--- src/sv/eau_pkg.sv ---
// shared types, codes and helpers of the effective address unit
package eau_pkg;

  localparam int unsigned QDEPTH = 2;
  localparam int unsigned PTR_W  = $clog2(QDEPTH);
  localparam int unsigned CNT_W  = $clog2(QDEPTH + 1);

  typedef logic [PTR_W-1:0] ptr_t;
  typedef logic [CNT_W-1:0] cnt_t;

  localparam logic CMD_WRITE = 1'b0;

  localparam logic [2:0] MODE_DN     = 3'd0;
  localparam logic [2:0] MODE_AN     = 3'd1;
  localparam logic [2:0] MODE_IND    = 3'd2;
  localparam logic [2:0] MODE_POSTINC = 3'd3;
  localparam logic [2:0] MODE_PREDEC = 3'd4;
  localparam logic [2:0] MODE_DISP   = 3'd5;
  localparam logic [2:0] MODE_INDEX  = 3'd6;
  localparam logic [2:0] MODE_EXT    = 3'd7;

  localparam logic [2:0] SUB_ABSW    = 3'd0;
  localparam logic [2:0] SUB_ABSL    = 3'd1;
  localparam logic [2:0] SUB_PCDISP  = 3'd2;
  localparam logic [2:0] SUB_PCINDEX = 3'd3;
  localparam logic [2:0] SUB_IMM     = 3'd4;

  localparam logic [1:0] SIZE_BYTE = 2'd0;
  localparam logic [1:0] SIZE_WORD = 2'd1;
  localparam logic [1:0] SIZE_NONE = 2'd3;

  typedef enum logic [2:0] {
    ST_MEM   = 3'd0,
    ST_REG   = 3'd1,
    ST_IMM   = 3'd2,
    ST_UNSUP = 3'd3,
    ST_FAULT = 3'd4,
    ST_SIZE  = 3'd5
  } status_e;

  typedef enum logic [3:0] {
    KIND_WRITE,
    KIND_DONE,
    KIND_IND,
    KIND_POSTINC,
    KIND_PREDEC,
    KIND_DISP,
    KIND_INDEX,
    KIND_ABSW,
    KIND_ABSL,
    KIND_PCDISP,
    KIND_PCINDEX,
    KIND_IMM
  } kind_e;

  typedef struct packed {
    kind_e       kind;
    status_e     status;
    logic [1:0]  size;
    logic [3:0]  reg_a;
    logic [3:0]  reg_x;
    logic [31:0] data;
    logic [31:0] pc;
    logic [31:0] ext;
  } op_t;

  typedef struct packed {
    status_e     status;
    logic [31:0] address;
    logic [31:0] immediate;
    logic [2:0]  ext_bytes;
  } res_t;

  typedef struct packed {
    logic valid;
    op_t  op;
  } head_t;

  function automatic logic [31:0] sext16(input logic [15:0] v);
    sext16 = {{16{v[15]}}, v};
  endfunction

  function automatic logic [31:0] sext8(input logic [7:0] v);
    sext8 = {{24{v[7]}}, v};
  endfunction

endpackage

--- src/sv/eau_front.sv ---
// front end: classifies incoming beats and queues them for execution
module eau_front (
  input  logic              clk_i,
  input  logic              rst_ni,
  input  logic              push_i,
  output logic              full_o,
  input  logic              cmd_i,
  input  logic [3:0]        write_index_i,
  input  logic [31:0]       write_value_i,
  input  logic [2:0]        ea_mode_i,
  input  logic [2:0]        ea_reg_i,
  input  logic [1:0]        operand_size_i,
  input  logic [31:0]       pc_value_i,
  input  logic [31:0]       ext_words_i,
  input  logic              fetch_fault_i,
  output eau_pkg::head_t    head_o,
  input  logic              take_i
);

  eau_pkg::op_t  op_d;
  eau_pkg::op_t  q_mem_q [eau_pkg::QDEPTH];
  eau_pkg::ptr_t wr_ptr_q, rd_ptr_q;
  eau_pkg::cnt_t count_q;
  logic          push, pop;

  always_comb begin
    op_d        = '0;
    op_d.kind   = eau_pkg::KIND_DONE;
    op_d.status = eau_pkg::ST_MEM;
    op_d.size   = operand_size_i;
    op_d.reg_a  = {1'b1, ea_reg_i};
    op_d.reg_x  = {ext_words_i[31], ext_words_i[30:28]};
    op_d.data   = write_value_i;
    op_d.pc     = pc_value_i;
    op_d.ext    = ext_words_i;
    if (cmd_i == eau_pkg::CMD_WRITE) begin
      op_d.kind  = eau_pkg::KIND_WRITE;
      op_d.reg_a = write_index_i;
    end else begin
      case (ea_mode_i)
        eau_pkg::MODE_DN, eau_pkg::MODE_AN: begin
          op_d.status = eau_pkg::ST_REG;
        end
        eau_pkg::MODE_IND: begin
          op_d.kind = eau_pkg::KIND_IND;
        end
        eau_pkg::MODE_POSTINC: begin
          if (operand_size_i == eau_pkg::SIZE_NONE) op_d.status = eau_pkg::ST_SIZE;
          else op_d.kind = eau_pkg::KIND_POSTINC;
        end
        eau_pkg::MODE_PREDEC: begin
          if (operand_size_i == eau_pkg::SIZE_NONE) op_d.status = eau_pkg::ST_SIZE;
          else op_d.kind = eau_pkg::KIND_PREDEC;
        end
        eau_pkg::MODE_DISP: begin
          if (fetch_fault_i) op_d.status = eau_pkg::ST_FAULT;
          else op_d.kind = eau_pkg::KIND_DISP;
        end
        eau_pkg::MODE_INDEX: begin
          if (fetch_fault_i) op_d.status = eau_pkg::ST_FAULT;
          else op_d.kind = eau_pkg::KIND_INDEX;
        end
        default: begin
          if (ea_reg_i > eau_pkg::SUB_IMM) begin
            op_d.status = eau_pkg::ST_UNSUP;
          end else if (ea_reg_i == eau_pkg::SUB_IMM &&
                       operand_size_i == eau_pkg::SIZE_NONE) begin
            op_d.status = eau_pkg::ST_SIZE;
          end else if (fetch_fault_i) begin
            op_d.status = eau_pkg::ST_FAULT;
          end else begin
            case (ea_reg_i)
              eau_pkg::SUB_ABSW:    op_d.kind = eau_pkg::KIND_ABSW;
              eau_pkg::SUB_ABSL:    op_d.kind = eau_pkg::KIND_ABSL;
              eau_pkg::SUB_PCDISP:  op_d.kind = eau_pkg::KIND_PCDISP;
              eau_pkg::SUB_PCINDEX: op_d.kind = eau_pkg::KIND_PCINDEX;
              default:              op_d.kind = eau_pkg::KIND_IMM;
            endcase
          end
        end
      endcase
    end
  end

  assign full_o      = (count_q == eau_pkg::cnt_t'(eau_pkg::QDEPTH));
  assign push        = push_i && !full_o;
  assign pop         = take_i && head_o.valid;
  assign head_o.valid = (count_q != '0);
  assign head_o.op    = q_mem_q[rd_ptr_q];

  always_ff @(posedge clk_i or negedge rst_ni) begin
    if (!rst_ni) begin
      wr_ptr_q <= '0;
      rd_ptr_q <= '0;
      count_q  <= '0;
    end else begin
      if (push) wr_ptr_q <= wr_ptr_q + 1'b1;
      if (pop) rd_ptr_q <= rd_ptr_q + 1'b1;
      if (push && !pop) count_q <= count_q + 1'b1;
      else if (pop && !push) count_q <= count_q - 1'b1;
    end
  end

  always_ff @(posedge clk_i) begin
    if (push) q_mem_q[wr_ptr_q] <= op_d;
  end

endmodule

--- src/sv/eau_back.sv ---
// back end: register file, address arithmetic and result queue
module eau_back (
  input  logic           clk_i,
  input  logic           rst_ni,
  input  eau_pkg::head_t head_i,
  output logic           take_o,
  output logic           empty_o,
  input  logic           pop_i,
  output eau_pkg::res_t  res_o
);

  logic [31:0]   mem_q [16];
  logic [15:0]   valid_q;

  logic          x_valid_q, x_fire;
  eau_pkg::op_t  x_op_q;
  logic [31:0]   rda_q, rdx_q;
  logic          va_q, vx_q;
  logic          fwd_valid_q;
  logic [3:0]    fwd_addr_q;
  logic [31:0]   fwd_data_q;

  logic          wr_en;
  logic [3:0]    wr_addr;
  logic [31:0]   wr_data;
  logic [31:0]   a_val, x_val, idx, step, w0s, d8;
  eau_pkg::res_t res_d;

  eau_pkg::res_t res_mem_q [eau_pkg::QDEPTH];
  eau_pkg::ptr_t wr_ptr_q, rd_ptr_q;
  eau_pkg::cnt_t count_q;
  logic          res_full, res_pop;

  assign res_full = (count_q == eau_pkg::cnt_t'(eau_pkg::QDEPTH));
  assign x_fire   = x_valid_q && !res_full;
  assign take_o   = head_i.valid && (!x_valid_q || x_fire);
  assign empty_o  = (count_q == '0);
  assign res_pop  = pop_i && !empty_o;
  assign res_o    = res_mem_q[rd_ptr_q];

  // operands with bypass of the write made as they were read
  always_comb begin
    if (fwd_valid_q && fwd_addr_q == x_op_q.reg_a) a_val = fwd_data_q;
    else a_val = va_q ? rda_q : '0;
    if (fwd_valid_q && fwd_addr_q == x_op_q.reg_x) x_val = fwd_data_q;
    else x_val = vx_q ? rdx_q : '0;
  end

  always_comb begin
    idx  = x_op_q.ext[27] ? x_val : eau_pkg::sext16(x_val[15:0]);
    d8   = eau_pkg::sext8(x_op_q.ext[23:16]);
    w0s  = eau_pkg::sext16(x_op_q.ext[31:16]);
    case (x_op_q.size)
      eau_pkg::SIZE_BYTE: step = 32'd1;
      eau_pkg::SIZE_WORD: step = 32'd2;
      default:            step = 32'd4;
    endcase
  end

  always_comb begin
    res_d        = '0;
    res_d.status = eau_pkg::ST_MEM;
    wr_en        = 1'b0;
    wr_addr      = x_op_q.reg_a;
    wr_data      = x_op_q.data;
    case (x_op_q.kind)
      eau_pkg::KIND_WRITE: begin
        wr_en = 1'b1;
      end
      eau_pkg::KIND_DONE: begin
        res_d.status = x_op_q.status;
      end
      eau_pkg::KIND_IND: begin
        res_d.address = a_val;
      end
      eau_pkg::KIND_POSTINC: begin
        res_d.address = a_val;
        wr_en         = 1'b1;
        wr_data       = a_val + step;
      end
      eau_pkg::KIND_PREDEC: begin
        wr_en         = 1'b1;
        wr_data       = a_val - step;
        res_d.address = wr_data;
      end
      eau_pkg::KIND_DISP: begin
        res_d.address   = a_val + w0s;
        res_d.ext_bytes = 3'd2;
      end
      eau_pkg::KIND_INDEX: begin
        res_d.address   = a_val + d8 + idx;
        res_d.ext_bytes = 3'd2;
      end
      eau_pkg::KIND_ABSW: begin
        res_d.address   = w0s;
        res_d.ext_bytes = 3'd2;
      end
      eau_pkg::KIND_ABSL: begin
        res_d.address   = x_op_q.ext;
        res_d.ext_bytes = 3'd4;
      end
      eau_pkg::KIND_PCDISP: begin
        res_d.address   = x_op_q.pc + w0s;
        res_d.ext_bytes = 3'd2;
      end
      eau_pkg::KIND_PCINDEX: begin
        res_d.address   = x_op_q.pc + d8 + idx;
        res_d.ext_bytes = 3'd2;
      end
      eau_pkg::KIND_IMM: begin
        res_d.status = eau_pkg::ST_IMM;
        case (x_op_q.size)
          eau_pkg::SIZE_BYTE: begin
            res_d.immediate = {24'd0, x_op_q.ext[23:16]};
            res_d.ext_bytes = 3'd2;
          end
          eau_pkg::SIZE_WORD: begin
            res_d.immediate = {16'd0, x_op_q.ext[31:16]};
            res_d.ext_bytes = 3'd2;
          end
          default: begin
            res_d.immediate = x_op_q.ext;
            res_d.ext_bytes = 3'd4;
          end
        endcase
      end
      default: begin
        res_d.status = eau_pkg::ST_UNSUP;
      end
    endcase
    wr_en = wr_en && x_fire;
  end

  always_ff @(posedge clk_i or negedge rst_ni) begin
    if (!rst_ni) begin
      x_valid_q   <= 1'b0;
      fwd_valid_q <= 1'b0;
      valid_q     <= '0;
      wr_ptr_q    <= '0;
      rd_ptr_q    <= '0;
      count_q     <= '0;
    end else begin
      if (take_o) begin
        x_valid_q   <= 1'b1;
        fwd_valid_q <= wr_en;
      end else if (x_fire) begin
        x_valid_q <= 1'b0;
      end
      if (wr_en) valid_q[wr_addr] <= 1'b1;
      if (x_fire) wr_ptr_q <= wr_ptr_q + 1'b1;
      if (res_pop) rd_ptr_q <= rd_ptr_q + 1'b1;
      if (x_fire && !res_pop) count_q <= count_q + 1'b1;
      else if (res_pop && !x_fire) count_q <= count_q - 1'b1;
    end
  end

  always_ff @(posedge clk_i) begin
    if (wr_en) mem_q[wr_addr] <= wr_data;
  end

  always_ff @(posedge clk_i) begin
    if (take_o) begin
      x_op_q     <= head_i.op;
      rda_q      <= mem_q[head_i.op.reg_a];
      rdx_q      <= mem_q[head_i.op.reg_x];
      va_q       <= valid_q[head_i.op.reg_a];
      vx_q       <= valid_q[head_i.op.reg_x];
      fwd_addr_q <= wr_addr;
      fwd_data_q <= wr_data;
    end
    if (x_fire) res_mem_q[wr_ptr_q] <= res_d;
  end

  a_count_bound: assert property (@(posedge clk_i) disable iff (!rst_ni)
    count_q <= eau_pkg::cnt_t'(eau_pkg::QDEPTH))
    else $error("result queue overflow");

  a_write_marks_valid: assert property (@(posedge clk_i) disable iff (!rst_ni)
    wr_en |=> valid_q[$past(wr_addr)])
    else $error("written register not marked valid");

  a_fire_pushes: assert property (@(posedge clk_i) disable iff (!rst_ni)
    (x_fire && !res_pop) |=> (count_q == $past(count_q) + 1'b1))
    else $error("finished beat lost");

  a_no_take_while_stalled: assert property (@(posedge clk_i) disable iff (!rst_ni)
    (x_valid_q && res_full) |-> !take_o)
    else $error("stalled beat overwritten");

endmodule

--- src/sv/effective_address_unit.sv ---
// top level of the effective address unit
// Sixteen-register 68000-style effective address unit with queue ports on both sides.
// One beat is accepted per cycle while full is low, and one result is produced per
// beat, in order; a register write also yields an all-zero result. From accept to
// result a beat passes through the front queue, then the execute stage, whose
// registered register-file read feeds the address add that writes the result queue;
// the result then waits until popped. Throughput is one beat per cycle while pop
// keeps up; each side has a two-entry queue. Writes from one beat are bypassed to
// the next, so postincrement, predecrement and register writes take effect for the
// very next beat. All registers read as zero after reset.
module effective_address_unit (
  input  logic        clk_i,
  input  logic        rst_ni,
  input  logic        push,
  output logic        full,
  input  logic        cmd_i,
  input  logic [3:0]  write_index_i,
  input  logic [31:0] write_value_i,
  input  logic [2:0]  ea_mode_i,
  input  logic [2:0]  ea_reg_i,
  input  logic [1:0]  operand_size_i,
  input  logic [31:0] pc_value_i,
  input  logic [31:0] ext_words_i,
  input  logic        fetch_fault_i,
  output logic        empty,
  input  logic        pop,
  output logic [2:0]  status_o,
  output logic [31:0] address_o,
  output logic [31:0] immediate_o,
  output logic [2:0]  ext_bytes_o
);

  eau_pkg::head_t head;
  eau_pkg::res_t  res;
  logic           take;

  eau_front u_front (
    .clk_i          (clk_i),
    .rst_ni         (rst_ni),
    .push_i         (push),
    .full_o         (full),
    .cmd_i          (cmd_i),
    .write_index_i  (write_index_i),
    .write_value_i  (write_value_i),
    .ea_mode_i      (ea_mode_i),
    .ea_reg_i       (ea_reg_i),
    .operand_size_i (operand_size_i),
    .pc_value_i     (pc_value_i),
    .ext_words_i    (ext_words_i),
    .fetch_fault_i  (fetch_fault_i),
    .head_o         (head),
    .take_i         (take)
  );

  eau_back u_back (
    .clk_i   (clk_i),
    .rst_ni  (rst_ni),
    .head_i  (head),
    .take_o  (take),
    .empty_o (empty),
    .pop_i   (pop),
    .res_o   (res)
  );

  assign status_o    = res.status;
  assign address_o   = res.address;
  assign immediate_o = res.immediate;
  assign ext_bytes_o = res.ext_bytes;

endmodule

--- config.mk ---
export PLATFORM = sky130hd
export DESIGN_NAME = effective_address_unit
export DESIGN_NICKNAME = d
export VERILOG_FILES = /design/src/sv/eau_pkg.sv /design/src/sv/eau_front.sv /design/src/sv/eau_back.sv /design/src/sv/effective_address_unit.sv
export SDC_FILE = /design/constraint.sdc
export NUM_CORES = 2
export LEC_CHECK = 0
export BUFFER_PORTS_ARGS = -buffer_cell sky130_fd_sc_hd__buf_4
export CORE_MARGIN = 2
export CORE_UTILIZATION = 60
export DETAILED_ROUTE_END_ITERATION = 16
export PLACE_DENSITY = 0.77
export SLEW_MARGIN = 20
export SYNTH_ARGS = -nofsm -noshare
export SYNTH_HDL_FRONTEND = slang
export SYNTH_SLANG_ARGS = --single-unit
--- constraint.sdc ---
create_clock -name clk_i -period 12.6 [get_ports clk_i]
set_clock_uncertainty 0.05 [all_clocks]
set_input_delay 0.63 -clock clk_i [delete_from_list [all_inputs] [get_ports clk_i]]
set_output_delay 0.63 -clock clk_i [all_outputs]
set_load 0.01 [all_outputs]
# After elaboration in Yosys (flattened, before gate mapping)
# Memories as Yosys holds them, arrays and structs flattened. A register that Yosys moved wholly into a read port is not among the register bits.
# Index checks and enable logic that the tools add are counted.
# word_totals
reg_bits,177
mem_bits_rw,878
in_bits,114
out_inout_bits,72
wordCells,160
mem_count,3
# mem_list
memory,depth,word_bits,rd,rd_clocked_by_memory_dff,wr,line_no,source
u_back.mem_q,16,32,2,2,1,eau_back.sv:12,logic [31:0] mem_q [16];
u_front.q_mem_q,2,113,1,0,1,eau_front.sv:21,eau_pkg::op_t q_mem_q [eau_pkg::QDEPTH];
u_back.res_mem_q,2,70,1,0,1,eau_back.sv:29,eau_pkg::res_t res_mem_q [eau_pkg::QDEPTH];
# classes
add_sub_neg,16
magnitude_cmp,5
eq_ne,27
muxes,48
bitwise,1
n_reduce_logical,39
# op_table
op,count
$pmux W32 S8,1
$add A32 B32 Y32,6
$mux W32,6
$pmux W35 S2,1
$pmux W32 S2,1
$add A32 B3 Y32,1
$sub A32 B3 Y32,1
$mux W3,8
$pmux W4 S6,1
$mux W4,5
$pmux W3 S3,2
$eq A4 B3 Y1 const B,4
$eq A4 B4 Y1 const B,4
$or A16 B16 Y16,1
$pmux W4 S4,1
$lt A4 B5 Y1 const B,3
$logic_and A1 B1 Y1,14
$eq A3 B2 Y1 const B,4
$eq A3 B3 Y1 const B,4
$mux W1,12
$pmux W3 S4,1
$mux W2,5
$reduce_or A10 Y1,1
$bmux W1 S4,2
22 further kinds,47

# Longest topological paths before layout
# logic_depth
depth_word,9
ltp_mapped,23
ltp_nobuf,20

# Cells and area by module
# A second synthesis with hierarchy kept.
# unflattened
hier_cells,3666
area_unflattened_um2,55864.8
# modules_own_cells
module,instances,cells_per_inst,area_per_inst_um2
eau_back,1,3255,47488.0
eau_front,1,411,8376.8

# Worst setup path before layout
# No wires, ideal clock.
# synth_path
path_kind,reg-to-reg
from,register u_back.count_q[0]
to,register u_back.fwd_valid_q
t_arrival_ns,11.245
setup_slack_ns,1.191
path_stages_with_launch,4
path_buffers,0
synth_period_minus_slack_ns,11.409
path_cell_list,dfrtp_1 -> nand3b_1 -> nor2b_1 -> mux2_2
# synth_via
elab_chain_cells,5
word_cells_on_any_way,6
cone_classes,eq/ne: 1; reduce/logical: 5
# synth_rtl
element,line_no,source
from (decl),eau_back.sv:31,eau_pkg::cnt_t count_q;
from (signal assigned),eau_back.sv:152,if (x_fire && !res_pop) count_q <= count_q + 1'b1;
from (signal assigned),eau_back.sv:153,else if (res_pop && !x_fire) count_q <= count_q - 1'b1;
$eq A2 B2 Y1,eau_back.sv:34,assign res_full = (count_q == eau_pkg::cnt_t'(eau_pkg::QDEPTH));
$logic_not A1 Y1,eau_back.sv:35,assign x_fire = x_valid_q && !res_full;
$logic_and A1 B1 Y1,eau_back.sv:35,
$logic_or A1 B1 Y1,eau_back.sv:36,assign take_o = head_i.valid && (!x_valid_q || x_fire);
$logic_and A1 B1 Y1,eau_back.sv:36,
via take,effective_address_unit.sv:35,logic take;
to (signal assigned),eau_back.sv:145,fwd_valid_q <= wr_en;
to (decl),eau_back.sv:19,logic fwd_valid_q;
# The timed path passes the listed nets, and every way through them passes these cells.
# A chain may end at the register's enable or synchronous reset.

==> results_dict.tcl <==
set metrics [dict create \
    status "complete, no violations" \
    fp.dieW_um 313 \
    worst_pin_slew_ns 1.14 \
    cp-startpoint "u_back.wr_addr[0]" \
    min_path_type "in2reg" \
    synth_common_cells "nand2_1, edfxtp_1, nand3_1, clkbuf_1, inv_1" \
    syn_area_per_cell_um2 10.8 \
    core_region_area_mm2 0.0947 \
    cts_buffers 110 \
    ys.warnings.count 0 \
    antenna_found_initial 2 \
    vias 44295 \
    clkLatencyLatePin_ns 0.72 \
    tns_ns 0 \
    cp_max_fo 48 \
    synthTopCellsByArea "edfxtp_1, nand2_1, nand3_1" \
    wl_per_cell_um 26.3 \
    die_area_mm2 0.0978 \
    async_reset_ff_share_pct 2.35 \
    setup_viol 0 \
    relSlewSlack_pct 23.8 \
    hp-start "ext_words_i[0]" \
    hpwl_um 110000 \
    drc_errors 0 \
    stdcell_count 6707 \
    netlist_area_mm2 0.0572 \
    path_clk_slew_ns 0.06 \
    critical_path_class "reg2reg" \
    cts.sink_count 1105 \
    cts-htree-levels 3 \
    hold_viol_final 0 \
    first_global_vias 41744 \
    final_max_slew_viol_count 0 \
    final.min_clock_period_ns 6.75 \
    rsz0062_at_grt "false" \
    synth_top_area_cell "edfxtp_1" \
    ctsRootBufferMaster "clkbuf_16" \
    synthFlopType "edfxtp_1" \
    numPortBuffers 184 \
    yosysTopAreaCellShare_pct 56.7 \
    reg2reg_slack_ns 5.85 \
    routed_wl_um 176000 \
    synth.most_common_cell "nand2_1" \
    grt_util_all_layers_pct 35.3 \
    cp-start-kind "flip-flop" \
    firstDrtPassIters 7 \
    drt_iter0_markers 6863 \
    ys_seq_area_share_pct 57.8 \
    synth_edf_count 1079 \
    pin_count 186 \
    endpoint_kind "flip-flop" \
    area_delta_synth_final_pct 11.1 \
    syn_inst 5291 \
    routed_via_density 6.60 \
    layout-drive-gt1-share_pct 12.8 \
    finalCritPeriodShare_pct 53.6 \
    rows 113 \
    cts_tree "yes" \
    ys_ff_latch 1105 \
    cp.required_ns 12.98 \
    place_inst 6500 \
    max-cap-violations 0 \
    clock.fmax_mhz 148 \
    final.fill_count 6861 \
    reg2reg_from "u_back.wr_addr[0]" \
    grt_pass1_wl_um 259000 \
    start_util_pct 60.3 \
    cts.path.max_buffers 3 \
    place_congestion 1.03 \
    globalRouteOverflowTotal 0 \
    ant_nets 0 \
    chipHeight_um 313 \
    grt_max_degree 200 \
    arrival_ns 7.13 \
    syn-num-nets 5572 \
    yosys.cell_types.count 92 \
    nNetsFinal 5629 \
]
state kept, by name, indices dropped and copies added, names as in the netlist, 8 cells and up:
register / flops
u_back.mem_q: 512
u_front.q_mem_q: 218
u_back.res_mem_q: 138
u_back.x_op_q: 89
u_back.fwd_data_q: 32
u_back.rda_q: 32
u_back.rdx_q: 32
u_back.valid_q: 16
u_back.d8: 8
u_back.w0s: 8
cell families (layout without fill, tap and decap cells):
kind of cell	count (synthesis)	after routing	share of synthesized area [%]
adders and majority gates	167	167	4.54
and+or+nand+nor	2316	2316	18.0
buffers and inverters	527	675	3.52
AOI/OAI and AO/OA	856	856	10.4
xor gates and xnor gates	114	114	1.75
DFF	1105	1105	57.8
muxes	205	205	4.00
other	1	4	0.00656
worst max-delay path: stages, from the launching register on:
cell,delay (ns)
edfxtp_1,0.55
xor2_1,0.32
or3_1,0.57
nor2_4,0.06
buf_4,0.30
a21oi_1,0.59
inv_1,0.22
fa_1,0.50
ha_1,0.24
fa_1,0.49
a211oi_1,0.34
o21a_1,0.29
nor4b_1,0.09
nor3_1,0.62
a211oi_1,0.23
o31ai_1,0.38
nand2b_1,0.11
mux2i_1,0.14
a211o_1,0.32
placed cells by master, fill, tap and decap left out, types with 17 or more instances in the layout:
cell type / synthesis / layout
xor2_1: 42 / 42
a21oi_1: 182 / 182
nor2_1: 163 / 147
a221o_1: 17 / 17
o21ai_0: 142 / 136
clkbuf_1: 298 / 26
buf_4: 2 / 269
nand2_1: 1237 / 1236
nand4_1: 21 / 21
a31oi_1: 79 / 79
a22oi_1: 17 / 17
o21a_1: 31 / 31
fa_1: 67 / 67
edfxtp_1: 1079 / 1079
nand3_1: 587 / 587
and3_1: 105 / 103
a311oi_1: 135 / 135
xnor2_1: 72 / 72
nand2b_1: 27 / 27
a21o_1: 29 / 29
nor3_1: 53 / 45
and2_1: 22 / 22
or2_2: 24 / 24
a211oi_1: 23 / 23
mux2i_1: 28 / 20
ha_1: 100 / 100
clkbuf_16: 0 / 111
inv_1: 192 / 189
clkinv_1: 2 / 29
o31ai_1: 21 / 21
dfrtp_1: 26 / 24
o211ai_1: 36 / 36
mux2_2: 176 / 176
worst paths after layout:
check,endpoint,cells after the start
max in group asynchronous,u_back.rd_ptr_q,2
min,u_front.q_mem_q[1][0],1
min reg2reg,u_back.valid_q[9],1
max reg2reg,u_back.res_mem_q[1][64],18
min in group asynchronous,u_front.wr_ptr_q,2
max,u_back.res_mem_q[1][64],18
routing by layer:
| layer | vias to the layer above | global-route usage [%] | wire (um) |
|---|---|---|---|
| li1 | 19496 | - | - |
| met1 | 21308 | 48.3 | 66700 |
| met2 | 2961 | 55.2 | 80200 |
| met3 | 530 | 6.52 | 20100 |
| met4 | 0 | 16.3 | 9400 |
| met5 | - | 0 | 0 |
what timing repair did:
item / in CTS / in global routing
hold buffers: 1 / 0
resized for setup: 0 / 0
buffers inserted: 0 / 0
endpoints found under the hold margin: 26 / 0
through the flow:
step	hold WS (ns)	worst slack [ns]	cell area, um2	utilization, %
after floorplan	0.284	1.19	57200	-
after global placement	0.429	6.20	59900	63.2
after detailed placement	0.434	6.03	59900	63.2
after CTS	0.0180	5.98	63500	67.0
after global routing	0.0335	5.59	63500	67.0
final	0.0533	5.85	63500	67.1
cell type report:
class | count | area, um2 | share of cell area (%)
Timing Repair Buffer | 275 | 2130 | 3.35
Clock inverter | 64 | 671 | 1.06
Sequential cell | 1105 | 33100 | 52.0
Tap cell | 1265 | 1580 | 2.49
Inverter | 197 | 761 | 1.20
Antenna cell | 3 | 7.51 | 0.0118
Multi-Input combinational cell | 3659 | 22400 | 35.3
Clock buffer | 139 | 2900 | 4.57
Power is left out: the tool's default activity adds up to more than one toggle a clock period on the data nets, which glitch-free logic cannot reach.
